==> config.mk <==
export PLATFORM = sky130hd
export DESIGN_NAME = bresenham_line_rasterizer_top
export DESIGN_NICKNAME = d
export VERILOG_FILES = /design/src/blr_pkg.sv /design/src/bresenham_line_rasterizer_top.sv
export SDC_FILE = /design/constraint.sdc
export NUM_CORES = 1
export LEC_CHECK = 0
export BUFFER_PORTS_ARGS = -buffer_cell sky130_fd_sc_hd__buf_2
export CAP_MARGIN = 20
export CORE_UTILIZATION = 44
export DETAILED_ROUTE_END_ITERATION = 12
export GPL_ROUTABILITY_DRIVEN = 0
export GPL_TIMING_DRIVEN = 0
export SETUP_SLACK_MARGIN = 0.02
export SLEW_MARGIN = 5
export SYNTH_ARGS = -nofsm -noshare
export SYNTH_HDL_FRONTEND = slang
export SYNTH_SLANG_ARGS = --single-unit
export TNS_END_PERCENT = 10
==> constraint.sdc <==
create_clock -name clk -period 3.62 [get_ports clk]
set_input_delay 1.086 -clock clk [delete_from_list [all_inputs] [get_ports clk]]
set_output_delay 1.086 -clock clk [all_outputs]
set_load 0.005 [all_outputs]
==> src/blr_pkg.sv <==
package blr_pkg;

	// Screen rotation codes, as held in the rotation register
	typedef enum logic [1:0] {
		ROT_NONE = 2'd0,
		ROT_90   = 2'd1,
		ROT_180  = 2'd2,
		ROT_270  = 2'd3
	} rot_t;

	localparam int unsigned ROT_BITS = 2;

	// Input action codes
	localparam logic ACT_START   = 1'b0;
	localparam logic ACT_ADVANCE = 1'b1;

endpackage

==> src/bresenham_line_rasterizer_top.sv <==
// Bresenham line rasterizer. A start item (action 0) loads a line between two signed
// endpoints plus a colour and yields its first pixel; each advance item (action 1) yields
// the next pixel along the major axis, with last_pixel set on the final one. An advance
// while no line is active yields a result with pixel_valid low and every field zero. Each
// pixel is rotated as the rotation register selects and clipped to the screen; on_screen
// reports whether it was drawn. One item is accepted per clock and each item gives
// exactly one result: the first register holds the stepped, unrotated pixel and the
// second holds the rotated, clipped result, so one item per clock is sustained whenever
// the result side is not stalled. The rotation register is written through its own
// valid/ready port, which is always ready; the user must write it only while the block
// is idle, which the block itself does not enforce.
module bresenham_line_rasterizer_top #(
	parameter int SCREEN_WIDTH  = 320,
	parameter int SCREEN_HEIGHT = 240,
	parameter int COORD_BITS    = 12
) (
	input  logic                                clk,
	input  logic                                arst_n,
	// configuration write
	input  logic                                cfg_valid,
	output logic                                cfg_ready,
	input  logic [blr_pkg::ROT_BITS-1:0]        rotation,
	// input items
	input  logic                                in_valid,
	output logic                                in_stall,
	input  logic                                action,
	input  logic signed [COORD_BITS-1:0]        start_x,
	input  logic signed [COORD_BITS-1:0]        start_y,
	input  logic signed [COORD_BITS-1:0]        end_x,
	input  logic signed [COORD_BITS-1:0]        end_y,
	input  logic [15:0]                         color,
	// result items
	output logic                                out_valid,
	input  logic                                out_stall,
	output logic                                pixel_valid,
	output logic                                on_screen,
	output logic [(SCREEN_WIDTH  > 1 ? $clog2(SCREEN_WIDTH)  : 1)-1:0] pixel_x,
	output logic [(SCREEN_HEIGHT > 1 ? $clog2(SCREEN_HEIGHT) : 1)-1:0] pixel_y,
	output logic [15:0]                         pixel_color,
	output logic                                last_pixel
);

	import blr_pkg::*;

	localparam int C  = COORD_BITS;
	localparam int XW = SCREEN_WIDTH  > 1 ? $clog2(SCREEN_WIDTH)  : 1;
	localparam int YW = SCREEN_HEIGHT > 1 ? $clog2(SCREEN_HEIGHT) : 1;
	// rotated coordinate width: room for screen limits and a sign-extended coordinate
	localparam int RW = (C > 12 ? C : 12) + 2;

	localparam logic signed [RW-1:0] W_MAX = RW'(SCREEN_WIDTH - 1);
	localparam logic signed [RW-1:0] H_MAX = RW'(SCREEN_HEIGHT - 1);
	localparam logic signed [RW-1:0] W_LIM = RW'(SCREEN_WIDTH);
	localparam logic signed [RW-1:0] H_LIM = RW'(SCREEN_HEIGHT);

	// line state
	rot_t                 rotation_q;
	logic                 active_q;
	logic                 steep_q;
	logic signed [C-1:0]  major_pos_q;
	logic signed [C-1:0]  major_end_q;
	logic signed [C-1:0]  minor_pos_q;
	logic signed [C:0]    err_q;
	logic [C-1:0]         major_delta_q;
	logic [C-1:0]         minor_delta_q;
	logic                 minor_neg_q;
	logic [15:0]          color_q;

	// stage 1: stepped pixel before rotation
	logic                 valid_s1;
	logic                 pv_s1;
	logic signed [C-1:0]  px_s1;
	logic signed [C-1:0]  py_s1;
	logic                 last_s1;
	logic [15:0]          color_s1;

	// stage 2: result register
	logic                 valid_s2;
	logic                 pv_s2;
	logic                 on_s2;
	logic [XW-1:0]        x_s2;
	logic [YW-1:0]        y_s2;
	logic [15:0]          color_s2;
	logic                 last_s2;

	// handshake
	logic en_s2, en_s1, accept;

	assign cfg_ready = 1'b1;
	assign en_s2     = !valid_s2 || !out_stall;
	assign en_s1     = !valid_s1 || en_s2;
	assign in_stall  = !en_s1;
	assign accept    = in_valid && en_s1;

	// start set-up
	logic signed [C:0]    dx_w, dy_w, dmaj_w, dmin_w;
	logic [C-1:0]         adx_w, ady_w, amin_w;
	logic                 steep_w;
	logic signed [C-1:0]  a0_w, b0_w, a1_w, b1_w;
	logic signed [C-1:0]  sa0_w, sb0_w, sa1_w, sb1_w;

	always_comb begin
		dx_w    = {end_x[C-1], end_x} - {start_x[C-1], start_x};
		dy_w    = {end_y[C-1], end_y} - {start_y[C-1], start_y};
		adx_w   = dx_w[C] ? C'(-dx_w) : dx_w[C-1:0];
		ady_w   = dy_w[C] ? C'(-dy_w) : dy_w[C-1:0];
		steep_w = ady_w > adx_w;
		if (steep_w) begin
			a0_w = start_y; b0_w = start_x; a1_w = end_y; b1_w = end_x;
		end else begin
			a0_w = start_x; b0_w = start_y; a1_w = end_x; b1_w = end_y;
		end
		// order endpoints along the major axis
		if (a0_w > a1_w) begin
			sa0_w = a1_w; sb0_w = b1_w; sa1_w = a0_w; sb1_w = b0_w;
		end else begin
			sa0_w = a0_w; sb0_w = b0_w; sa1_w = a1_w; sb1_w = b1_w;
		end
		dmaj_w = {sa1_w[C-1], sa1_w} - {sa0_w[C-1], sa0_w};
		dmin_w = {sb1_w[C-1], sb1_w} - {sb0_w[C-1], sb0_w};
		amin_w = dmin_w[C] ? C'(-dmin_w) : dmin_w[C-1:0];
	end

	// advance step
	logic signed [C:0]    err_sub_w, err_add_w;
	logic signed [C-1:0]  minor_step_w, major_inc_w;
	logic                 adv_last_w;

	always_comb begin
		err_sub_w    = err_q - $signed({1'b0, minor_delta_q});
		err_add_w    = err_sub_w + $signed({1'b0, major_delta_q});
		minor_step_w = minor_neg_q ? minor_pos_q - C'(1) : minor_pos_q + C'(1);
		major_inc_w  = major_pos_q + C'(1);
		adv_last_w   = major_inc_w >= major_end_q;
	end

	// line state and stage 1
	always_ff @(posedge clk or negedge arst_n) begin
		if (!arst_n) begin
			rotation_q    <= ROT_NONE;
			active_q      <= 1'b0;
			steep_q       <= 1'b0;
			major_pos_q   <= '0;
			major_end_q   <= '0;
			minor_pos_q   <= '0;
			err_q         <= '0;
			major_delta_q <= '0;
			minor_delta_q <= '0;
			minor_neg_q   <= 1'b0;
			color_q       <= '0;
			valid_s1      <= 1'b0;
		end else begin
			if (cfg_valid && cfg_ready) begin
				rotation_q <= rot_t'(rotation);
			end
			if (en_s1) begin
				valid_s1 <= in_valid;
			end
			if (accept) begin
				if (action == ACT_START) begin
					steep_q       <= steep_w;
					major_pos_q   <= sa0_w;
					major_end_q   <= sa1_w;
					minor_pos_q   <= sb0_w;
					major_delta_q <= dmaj_w[C-1:0];
					minor_delta_q <= amin_w;
					err_q         <= $signed({2'b00, dmaj_w[C-1:1]});
					minor_neg_q   <= !(sb0_w < sb1_w);
					color_q       <= color;
					active_q      <= sa0_w != sa1_w;
				end else if (active_q) begin
					if (err_sub_w < 0) begin
						minor_pos_q <= minor_step_w;
						err_q       <= err_add_w;
					end else begin
						err_q <= err_sub_w;
					end
					major_pos_q <= major_inc_w;
					active_q    <= !adv_last_w;
				end
			end
		end
	end

	// stage 1 payload: unrotated pixel
	always_ff @(posedge clk) begin
		if (accept) begin
			if (action == ACT_START) begin
				pv_s1    <= 1'b1;
				px_s1    <= steep_w ? sb0_w : sa0_w;
				py_s1    <= steep_w ? sa0_w : sb0_w;
				last_s1  <= sa0_w == sa1_w;
				color_s1 <= color;
			end else if (active_q) begin
				pv_s1    <= 1'b1;
				px_s1    <= steep_q ? (err_sub_w < 0 ? minor_step_w : minor_pos_q)
				                    : major_inc_w;
				py_s1    <= steep_q ? major_inc_w
				                    : (err_sub_w < 0 ? minor_step_w : minor_pos_q);
				last_s1  <= adv_last_w;
				color_s1 <= color_q;
			end else begin
				pv_s1    <= 1'b0;
				px_s1    <= '0;
				py_s1    <= '0;
				last_s1  <= 1'b0;
				color_s1 <= '0;
			end
		end
	end

	// rotation and clipping
	logic signed [RW-1:0] px_e, py_e, nx_w, ny_w;
	logic                 on_w;

	always_comb begin
		px_e = {{(RW-C){px_s1[C-1]}}, px_s1};
		py_e = {{(RW-C){py_s1[C-1]}}, py_s1};
		unique case (rotation_q)
			ROT_90: begin
				nx_w = W_MAX - py_e;
				ny_w = px_e;
			end
			ROT_180: begin
				nx_w = W_MAX - px_e;
				ny_w = H_MAX - py_e;
			end
			ROT_270: begin
				nx_w = py_e;
				ny_w = H_MAX - px_e;
			end
			default: begin
				nx_w = px_e;
				ny_w = py_e;
			end
		endcase
		on_w = pv_s1 && nx_w >= 0 && nx_w < W_LIM && ny_w >= 0 && ny_w < H_LIM;
	end

	// result register
	always_ff @(posedge clk or negedge arst_n) begin
		if (!arst_n) begin
			valid_s2 <= 1'b0;
		end else if (en_s2) begin
			valid_s2 <= valid_s1;
		end
	end

	always_ff @(posedge clk) begin
		if (en_s2 && valid_s1) begin
			pv_s2    <= pv_s1;
			on_s2    <= on_w;
			x_s2     <= on_w ? nx_w[XW-1:0] : '0;
			y_s2     <= on_w ? ny_w[YW-1:0] : '0;
			color_s2 <= color_s1;
			last_s2  <= last_s1;
		end
	end

	assign out_valid   = valid_s2;
	assign pixel_valid = pv_s2;
	assign on_screen   = on_s2;
	assign pixel_x     = x_s2;
	assign pixel_y     = y_s2;
	assign pixel_color = color_s2;
	assign last_pixel  = last_s2;

endmodule

==> After elaboration in Yosys (flattened, before gate mapping) <==
Cells that the tools add are included.
{ "totals": {"wordCells": 109, "in_bits": 72, "ff_bits": 174, "output_inout_bits": 39} }
{ "op_classes": {"reduce_logical": 16, "eq_ne": 6, "mux": 37, "addsub": 16, "bitwise": 1, "order_cmp": 9} }
{ "op_table": {"columns": ["cell", "count"], "rows": [
  ["$mux W12", 25],
  ["$pmux W14 S3", 2],
  ["$mux W13", 3],
  ["$sub A12 B12 Y13", 3],
  ["$neg A12 Y12", 3],
  ["$mux W16", 2],
  ["$ge A14 B1 Y1 const B", 2],
  ["$sub A10 B12 Y13 const A", 2],
  ["$sub A9 B12 Y13 const A", 2],
  ["$add A12 B2 Y12 const B", 2],
  ["$gt A12 B12 Y1", 2],
  ["$lt A14 B10 Y1 const B", 1],
  ["$lt A14 B9 Y1 const B", 1],
  ["$add A13 B13 Y13", 1],
  ["$lt A13 B1 Y1 const B", 1],
  ["$sub A13 B13 Y13", 1],
  ["$eq A12 B12 Y1", 1],
  ["$ge A12 B12 Y1", 1],
  ["$lt A12 B12 Y1", 1],
  ["$ne A12 B12 Y1", 1],
  ["$sub A12 B12 Y12", 1],
  ["$sub A12 B2 Y12 const B", 1],
  ["$logic_and A1 B1 Y1", 6],
  ["$logic_not A1 Y1", 6],
  ["other kinds (7)", 14]
]} }

==> Logic depth before layout (Yosys ltp) <==
Gate-level depths: netlist (run 1).
{ "depth": {"word_depth": 10, "mapped_depth": 59, "mapped_depth_nobuf": 50} }

==> Worst setup path before layout (run 1) <==
Ideal clock, no wire load.
{ "synth_timing": {"path_kind": "input -> register", "from": "input port end_y[0]", "to": "register minor_delta_q[11]", "path_stages": 57, "setup_time_ns": 0.125, "path_buffers": 8, "arrival_ns": 11.377, "setup_slack_ns": -7.881, "t_required_ns": 3.495, "path_cell_list": "inv_1 -> ha_1 -> fa_1 -> nor2b_1 -> o21ai_0 -> a21boi_0 -> o21ai_0 -> a21boi_0 -> o21ai_0 -> a21boi_0 -> o21ai_0 -> a21boi_0 -> nor2_1 -> o31a_1 -> a211oi_1 -> xor2_1 -> ha_1 -> nand4_1 -> (+21 left out) -> nand2_1 -> o211ai_1 -> o21ai_0 -> ha_1 -> fa_1 -> nor2b_1 -> o21ai_0 -> nand2b_1 -> nand2_1 -> nand2_1 -> a21oi_1 -> xnor2_1 -> or3_1 -> nor3_1 -> nand2b_1 -> o21ai_0 -> xor3_1 -> mux2_2"} }
{ "synth_between": {"elab_chain_cells": 10, "word_cells_on_any_way": 14, "cone_classes": "add/sub: 4; order compare: 2; mux: 8"} }
{ "synth_lines": {"columns": ["item", "line", "text"], "rows": [
  ["start, declared", "bresenham_line_rasterizer_top.sv:30", "input logic signed [COORD_BITS-1:0] end_y,"],
  ["$sub A12 B12 Y13", "bresenham_line_rasterizer_top.sv:104", "dy_w = {end_y[C-1], end_y} - {start_y[C-1], start_y};"],
  ["$neg A12 Y12", "bresenham_line_rasterizer_top.sv:106", "ady_w = dy_w[C] ? C'(-dy_w) : dy_w[C-1:0];"],
  ["$mux W12", "bresenham_line_rasterizer_top.sv:106", null],
  ["$gt A12 B12 Y1", "bresenham_line_rasterizer_top.sv:107", "steep_w = ady_w > adx_w;"],
  ["$mux W12", "bresenham_line_rasterizer_top.sv:108", "if (steep_w) begin"],
  ["$gt A12 B12 Y1", "bresenham_line_rasterizer_top.sv:114", "if (a0_w > a1_w) begin"],
  ["$mux W12", "bresenham_line_rasterizer_top.sv:114", null],
  ["$sub A12 B12 Y13 *", "bresenham_line_rasterizer_top.sv:120", "dmin_w = {sb1_w[C-1], sb1_w} - {sb0_w[C-1], sb0_w};"],
  ["$neg A12 Y12", "bresenham_line_rasterizer_top.sv:121", "amin_w = dmin_w[C] ? C'(-dmin_w) : dmin_w[C-1:0];"],
  ["$mux W12 *", "bresenham_line_rasterizer_top.sv:121", null],
  ["end signal, assigned", "bresenham_line_rasterizer_top.sv:166", "minor_delta_q <= amin_w;"],
  ["end, declared", "bresenham_line_rasterizer_top.sv:65", "logic [C-1:0] minor_delta_q;"]
]} }
Every way passes the cells marked *; elsewhere a longest branch is shown, timed or not.
A chain may end at the register's enable or synchronous reset.

==> Worst setup path in the final report (run 1) <==
{ "layout_timing": {"from": "input port start_y[1]", "to": "register minor_delta_q[11]"} }
{ "layout_between": {"elab_chain_cells": 10, "word_cells_on_any_way": 14, "cone_classes": "add/sub: 4; order compare: 2; mux: 8"} }
{ "layout_lines": {"columns": ["item", "line", "text"], "rows": [
  ["start, declared", "bresenham_line_rasterizer_top.sv:28", "input logic signed [COORD_BITS-1:0] start_y,"],
  ["$sub A12 B12 Y13", "bresenham_line_rasterizer_top.sv:104", null],
  ["$neg A12 Y12", "bresenham_line_rasterizer_top.sv:106", null],
  ["$mux W12", "bresenham_line_rasterizer_top.sv:106", null],
  ["$gt A12 B12 Y1", "bresenham_line_rasterizer_top.sv:107", null],
  ["$mux W12", "bresenham_line_rasterizer_top.sv:108", null],
  ["$gt A12 B12 Y1", "bresenham_line_rasterizer_top.sv:114", null],
  ["$mux W12", "bresenham_line_rasterizer_top.sv:114", null],
  ["$sub A12 B12 Y13 *", "bresenham_line_rasterizer_top.sv:120", null],
  ["$neg A12 Y12", "bresenham_line_rasterizer_top.sv:121", null],
  ["$mux W12 *", "bresenham_line_rasterizer_top.sv:121", null]
]} }
Marks and branches as above.

==> results of run 1 <==
metrics by stage:
stage	worst slack [ns]	std cells	hold slack [ns]
after CTS	-6.498	2386	0.4196
after global routing	-7.078	2404	0.4280
after global placement	-8.396	2283	0.4009
after detailed placement	-8.497	2286	0.4054
final	-6.816	2404	0.4197
after floorplan	-6.389	1733	0.4003
cells in the mapped netlist (7+ instances only):
library cell                 n  area, um2
sky130_fd_sc_hd__nand2b_1   16      100.1
sky130_fd_sc_hd__nand3_1    28      140.1
sky130_fd_sc_hd__xor2_1     29      254.0
sky130_fd_sc_hd__or3_1       9      56.30
sky130_fd_sc_hd__dfrtp_1    96       2402
sky130_fd_sc_hd__edfxtp_1   78       2342
sky130_fd_sc_hd__and3_1     10      62.56
sky130_fd_sc_hd__ha_1      111       1389
sky130_fd_sc_hd__or4_1      10      75.07
sky130_fd_sc_hd__mux2_2     25      281.5
sky130_fd_sc_hd__o21a_1     10      75.07
sky130_fd_sc_hd__o22ai_1    33      206.5
sky130_fd_sc_hd__buf_2       7      35.03
sky130_fd_sc_hd__nor3_1     24      120.1
sky130_fd_sc_hd__a211oi_1   17      127.6
sky130_fd_sc_hd__xnor2_1    88      770.7
sky130_fd_sc_hd__inv_1     109      409.1
sky130_fd_sc_hd__a21o_1     28      210.2
sky130_fd_sc_hd__a31oi_1    21      131.4
sky130_fd_sc_hd__o21ai_1     8      40.04
sky130_fd_sc_hd__nor2_1    137      514.2
sky130_fd_sc_hd__mux2i_1    74      740.7
sky130_fd_sc_hd__buf_1       9      33.78
sky130_fd_sc_hd__nand2_1   261      979.7
sky130_fd_sc_hd__a21boi_0   12      90.09
sky130_fd_sc_hd__a22o_1     19      166.4
sky130_fd_sc_hd__o21ai_0   129      645.6
sky130_fd_sc_hd__o21bai_1   13      97.59
sky130_fd_sc_hd__nor2b_1    29      181.4
sky130_fd_sc_hd__a21oi_1   102      510.5
sky130_fd_sc_hd__o211ai_1   18      135.1
sky130_fd_sc_hd__and2_1     16      100.1
sky130_fd_sc_hd__clkbuf_1   64      240.2
sequential cells by signal, summed over array words and instances (netlist names), 9 cells and up:
name / count
color_q: 16
color_s1: 16
err_q: 13
major_delta_q: 12
major_end_q: 12
major_pos_q: 12
minor_delta_q: 12
minor_pos_q: 12
pixel_color: 16
pixel_x: 9
px_s1: 12
py_s1: 12
timing repair:
item                                    4_1_cts  5_1_grt
endpoints found under the setup margin      119      119
gates cloned                                  3        0
resized for setup                           250      107
buffers inserted                             65       19
pin swaps                                    87       36
hold buffers                                  0        0
how the worst max path moves through the flow:
stage	start	end	slack, ns	cells past startpoint
global route	end_x[0]	minor_delta_q[11]	-7.08	60
finish	start_y[1]	minor_delta_q[11]	-6.82	55
global placement	end_x[0]	minor_delta_q[11]	-8.40	56
CTS	end_y[0]	minor_delta_q[11]	-6.50	60
detailed placement	end_y[0]	minor_delta_q[11]	-8.50	53
floorplan	end_y[0]	minor_delta_q[11]	-6.39	55
kinds of logic (layout without fill, tap and decap cells):
logic type                 after synthesis  count (layout)
and+or+nand+nor                        563             563
AOI/OAI and AO/OA                      463             463
buffers and inverters                  193             422
DFF                                    174             174
adders and majority gates              120             120
xor gates and xnor gates               118             118
muxes                                  101             101
other                                    1               1
cell type report:
| cell class | count | area, um2 | area share [%] |
|---|---|---|---|
| buffer | 84 | 673.1 | 3.567 |
| clock buffer | 22 | 464.2 | 2.460 |
| clock inverter | 10 | 81.33 | 0.4309 |
| inverter | 109 | 432.9 | 2.294 |
| multi-input combinational | 1366 | 10500 | 55.62 |
| sequential | 174 | 4745 | 25.14 |
| tap | 442 | 553.0 | 2.930 |
| timing repair buffer | 197 | 1426 | 7.558 |
per-layer routing:
layer	global-route usage, %	vias to the layer above
met5	0	-
li1	-	6573
met3	3.557	124
met4	13.50	0
met2	46.32	553
met1	36.88	6731
worst register-to-register path, cell delays in order, from the launching register on:
cell and delay [ns]:
sky130_fd_sc_hd__dfrtp_1 0.39, sky130_fd_sc_hd__inv_1 0.06, sky130_fd_sc_hd__ha_1 0.17, sky130_fd_sc_hd__inv_1 0.06, sky130_fd_sc_hd__fa_1 0.41, sky130_fd_sc_hd__a21o_1 0.18
sky130_fd_sc_hd__a21oi_1 0.22, sky130_fd_sc_hd__o21ai_0 0.13, sky130_fd_sc_hd__a21oi_1 0.25, sky130_fd_sc_hd__nor2b_1 0.08, sky130_fd_sc_hd__o21a_1 0.19, sky130_fd_sc_hd__o31a_1 0.29
sky130_fd_sc_hd__o41ai_4 0.34, sky130_fd_sc_hd__xnor2_4 0.23, sky130_fd_sc_hd__clkbuf_1 0.56, sky130_fd_sc_hd__mux2i_1 0.45, sky130_fd_sc_hd__nor2_1 0.08, sky130_fd_sc_hd__a21oi_1 0.13
sky130_fd_sc_hd__o22ai_1 0.10
==> out/metrics.yaml, run 1 <==
sta:
  worst_margin_pin_slew_ns: 0.9392
  finalWorstPathRequiredPeriod_ns: 10.44
  setup_tns_final_ns: -460.99
  clock-skew-final_ns: 0.01239
  final-max-slew-violation-count: 0
  postLayoutSetupSlackWorst_ns: -6.816
  slew_headroom_pct: 36.73
  rsz_0062_raised_after_global_routing: "yes"
  max_freq_mhz: 95.83
  finalSetupViolations: 101
  final-hold-violation-count: 0
  period_share_pct: 288.3
cts:
  cts.path.max_buffers: 2
  clock_sinks: 174
  numCtsBuffers: 17
  clk_pin_slew_worst_paths_ns: 0.07
  root_buffer: "sky130_fd_sc_hd__clkbuf_16"
  source_to_sink_clock_delay_at_the_later_pin_of_the_worst_skew_pair_ns: 0.44
  cts_tree: "built"
  h-tree-depth: 4
job:
  cap_violations: 0
global_route:
  grt_antenna_before_repair: 0
  grt_remaining_overflow: 0
  gr-usage-all-layers_pct: 28.25
  grt_start_max_net_pins: 59
  global_route_wire_length_before_repair_um: 73460
  vias_in_the_first_global_route: 13300
run_status:
  failed_checks: "negative setup slack"
  outcome: "complete, but fails checks"
floorplanning:
  core_um2: 32620
  initial_core_util_pct: 44.82
  pin_count: 111
  rows: 66
  floorplan.die.width_um: 184.3
  area_of_the_die_um2: 33960
  die_height_um: 184.3
synth:
  synth-async-reset-ratio_pct: 55.17
  synthesis.area_per_instance_um2: 8.436
  syn-cell-area_um2: 14620
  yosys_warnings: 0
  mappedNetlistNets: 1922
  synth_simple_gate_area_share_pct: 17.20
  synth.area.mux_share_pct: 7.197
  synth-main-ff-cell: "sky130_fd_sc_hd__dfrtp_1"
  synthesized_flop_and_latch_total: 174
  synth_top_family_by_area: "compound AO/OA/AOI/OAI gates"
  synth_edf_count: 78
  parity_gate_share_of_the_synthesized_area_counting_xor_and_xnor_cells_pct: 7.172
  compound_cell_area_share_of_the_yosys_netlist_pct: 20.23
  ys_seq_area_share_pct: 32.45
  post_synth_num_cell_types: 82
  mapped_cells: 1733
  synth_fa_ha_area_share_pct: 10.53
drt:
  detail_route.first_pass.iterations: 6
  wl_per_cell_um: 19.73
  dr_total_vias: 13980
  wl_met2_um: 22250
  route.detailed.drc: 0
  wl_met1_um: 20290
  met3WireLength_um: 2836
  routed_wirelength_um: 47440
  route.detailed.vias_per_inst: 5.816
  ant_nets: 0
  dr.first_iter.drc_count: 1185
  top_layer_used: "met4"
placement:
  postPlaceCellArea_um2: 16140
  numPortBuffers: 108
  dpl.hpwl_um: 35800
worst_setup_path:
  timing.rr.end: "py_s1[1]"
  worstSetupEndpointType: "register"
  worst-path-buf-inv: 11
  path_common_cell: "sky130_fd_sc_hd__o21ai_1"
  timing.setup.critical_path_class: "in -> reg"
  worst_setup_path_start_kind: "primary input"
  worst-r2r-setup-slack_ns: -1.01
  crit_slowest_cell: "sky130_fd_sc_hd__or4_1"
  critical_path.max_stage_delay_ns: 0.58
  cp_data_required_time_ns: 3.95
  critical_path.max_fanout: 7
  r2r_cells: 18
  r2r_start: "err_q[0]"
  worst_ep_arrival_time_ns: 10.77
  critPathTopFamily: "compound AO/OA/AOI/OAI gates"
min_path:
  min_path_type: "reg -> reg"
  min_delay_path_depth: 0
  timing.hold.worst_endpoint: "pixel_color[12]"
  hold_path_startpoint: "color_s1[12]"
layout:
  stdcell_area_um2: 18870
  antenna_cells: 0
  postLayoutCoreUtil_pct: 57.86
  layout_common_cells: "sky130_fd_sc_hd__nand2_1, sky130_fd_sc_hd__nor2_1, sky130_fd_sc_hd__buf_2, sky130_fd_sc_hd__inv_1"
  post_route_cells_drive_above_1_share_pct: 26.04
  areaGrowthSynthToFinish_pct: 29.08
  num-nets-final: 2138
  n_fill_cell: 2798
  layout.cells.most_common: "sky130_fd_sc_hd__nand2_1"
Power of run 1 is left out: the tool's default activity adds up to more than one toggle a clock period on the data nets, which glitch-free logic cannot reach.
==> run 2, diff against run 1 <==
- SKIP_CTS_REPAIR_TIMING: default -> 1
==> run 2 against run 1 <==
Against the previous run: the flow still finishes with violations (negative setup slack); global-route usage is 1.4 points lower; sequential share of layout area rose by 0.52 points; core utilization decreased by 1.2 points; worst setup slack lost 0.21 ns; non-clock buffer count shrank 5; final cell count fell by 0.21%; cell area down 2.0%; via count shrank 2.0%; register-to-register slack hardly changed.
==> out/metrics.yaml, run 2 (synthesis results as in run 1) <==
cts:
  cts_tree: "built"  # unchanged
  cts.path.max_buffers: 2  # unchanged
  source_to_sink_clock_delay_at_the_later_pin_of_the_worst_skew_pair_ns: 0.44  # about the same
  clock_sinks: 174  # unchanged
  clk_pin_slew_worst_paths_ns: 0.07  # about the same
  h-tree-depth: 4  # unchanged
  numCtsBuffers: 17  # unchanged
  root_buffer: "sky130_fd_sc_hd__clkbuf_16"  # unchanged
sta:
  final-max-slew-violation-count: 0  # unchanged
  slew_headroom_pct: 35.16  # was 36.73%
  max_freq_mhz: 93.94  # was 95.83 MHz
  finalSetupViolations: 119  # was 101
  worst_hold_slack_ns: 0.4197  # about the same
  setup_tns_final_ns: -485.63  # was -460.99 ns
  finalWorstPathRequiredPeriod_ns: 10.64  # was 10.44 ns
  postLayoutSetupSlackWorst_ns: -7.025  # was -6.816 ns
  period_share_pct: 294.1  # was 288.3%
  final-hold-violation-count: 0  # unchanged
  worst_margin_pin_slew_ns: 0.9625  # was 0.9392 ns
  rsz_0062_raised_after_global_routing: "yes"  # unchanged
  clock-skew-final_ns: 0.01288  # was 0.01239 ns
worst_setup_path:
  r2r_cells: 18  # unchanged
  cp_data_required_time_ns: 3.95  # about the same
  worst-path-buf-inv: 8  # was 11
  worstSetupEndpointType: "register"  # unchanged
  worst_setup_path_start_kind: "primary input"  # unchanged
  worstSetupEndpoint: "minor_delta_q[11]"  # unchanged
  crit_path_start: "start_x[1]"  # was start_y[1]
  timing.rr.end: "py_s1[1]"  # unchanged
  r2r_start: "err_q[0]"  # unchanged
  path_common_cell: "sky130_fd_sc_hd__o21ai_1"  # unchanged
  worst_ep_arrival_time_ns: 10.98  # was 10.77 ns
  crit_slowest_cell: "sky130_fd_sc_hd__mux2i_1"  # was sky130_fd_sc_hd__or4_1
  timing.setup.critical_path_class: "in -> reg"  # unchanged
  crit_cells: 50  # was 55
  critical_path.max_stage_delay_ns: 0.64  # was 0.58 ns
  critPathTopFamily: "compound AO/OA/AOI/OAI gates"  # unchanged
  worst-r2r-setup-slack_ns: -1.01  # about the same
  critical_path.max_fanout: 8  # was 7
floorplanning:
  area_of_the_die_um2: 33960  # unchanged
  pin_count: 111  # unchanged
  die_height_um: 184.3  # unchanged
  floorplan.die.width_um: 184.3  # unchanged
  initial_core_util_pct: 44.82  # unchanged
  rows: 66  # unchanged
  core_um2: 32620  # unchanged
drt:
  ant_nets: 0  # unchanged
  wl_per_cell_um: 19.46  # was 19.73 um
  routed_wirelength_um: 46680  # was 47440 um
  route.detailed.drc: 0  # unchanged
  detail_route.first_pass.iterations: 5  # was 6
  dr.first_iter.drc_count: 1056  # was 1185
  route.detailed.vias_per_inst: 5.710  # was 5.816
  dr_total_vias: 13700  # was 13980
job:
  cap_violations: 0  # unchanged
min_path:
  min_path_type: "reg -> reg"  # unchanged
layout:
  antenna_cells: 0  # unchanged
  num-nets-final: 2133  # was 2138
  final-seq-area_um2: 4745  # unchanged
  multi_input_gate_area_in_the_final_layout_um2: 10250  # was 10500 um2
  areaGrowthSynthToFinish_pct: 26.44  # was 29.08%
  post_route_cells_drive_above_1_share_pct: 23.91  # was 26.04%
  n_fill_cell: 2868  # was 2798
  layout.cells.most_common: "sky130_fd_sc_hd__nand2_1"  # unchanged
  layout_common_cells: "sky130_fd_sc_hd__nand2_1, sky130_fd_sc_hd__nor2_1, sky130_fd_sc_hd__inv_1, sky130_fd_sc_hd__buf_2, sky130_fd_sc_hd__dfrtp_1"  # was sky130_fd_sc_hd__nand2_1, sky130_fd_sc_hd__nor2_1, sky130_fd_sc_hd__buf_2, sky130_fd_sc_hd__inv_1
placement:
  numPortBuffers: 108  # unchanged
  dpl.hpwl_um: 35800  # unchanged
global_route:
  grt_antenna_before_repair: 0  # unchanged
  gr-usage-all-layers_pct: 26.84  # was 28.25%
  grt_start_max_net_pins: 59  # unchanged
  grt_remaining_overflow: 0  # unchanged
  vias_in_the_first_global_route: 12350  # was 13300
  global_route_wire_length_before_repair_um: 69460  # was 73460 um
run_status:
  failed_checks: "negative setup slack"  # unchanged
  outcome: "complete, but fails checks"  # unchanged
-- run 2: cell types whose count changed in the layout (fill, tap and decap cells not counted), moves of 5 or more --
cell and change:
sky130_fd_sc_hd__inv_1 +5, sky130_fd_sc_hd__mux2i_4 -7, sky130_fd_sc_hd__a21oi_1 +7, sky130_fd_sc_hd__nand2_1 +5, sky130_fd_sc_hd__inv_2 -5, sky130_fd_sc_hd__o21ai_0 +8, sky130_fd_sc_hd__a21oi_2 -5, sky130_fd_sc_hd__o21ai_1 -8
sky130_fd_sc_hd__mux2i_1 +5
-- run 2: how the worst min path moves through the flow --
stage                       from              end  slack [ns]  cells past startpoint
floorplan                last_s1       last_pixel        0.40                      0
global placement     color_s1[3]   pixel_color[3]        0.40                      0
detailed placement       last_s1       last_pixel        0.41                      0
CTS                      last_s1       last_pixel        0.42                      0
global route             last_s1       last_pixel        0.43                      0
finish              color_s1[12]  pixel_color[12]        0.42                      0
-- run 2: cell type report --
type,count,area share [%]
buffer,84,3.357
timing repair buffer,192,7.249
tap,442,2.992
clock buffer,22,2.511
inverter,109,2.342
sequential,174,25.66
clock inverter,10,0.4399
multi-input combinational,1366,55.44
-- run 2: per-layer routing --
| metal | GRT usage (%) | vias to the layer above | share of wire, % | wire, um |
|---|---|---|---|---|
| li1 | - | 6560 | - | - |
| met1 | 36.28 | 6518 | 43 | 20180 |
| met2 | 42.97 | 509 | 46 | 21630 |
| met3 | 3.478 | 112 | 6.4 | 2973 |
| met4 | 11.63 | 0 | 4.1 | 1897 |
| met5 | 0 | - | 0 | 0 |
-- run 2: through the flow --
stage | instance area, um2 | util (%) | instances | worst slack, ns
6_report | 18490 | 56.67 | 2399 | -7.025
2_1_floorplan | 14970 | - | 1733 | -6.389
4_1_cts | 16690 | 51.15 | 2318 | -8.050
3_3_place_gp | 16060 | 49.23 | 2283 | -8.396
5_1_grt | 18490 | 56.67 | 2399 | -7.324
3_5_place_dp | 16140 | 49.48 | 2286 | -8.497
Power of run 2 is left out for the same reason.
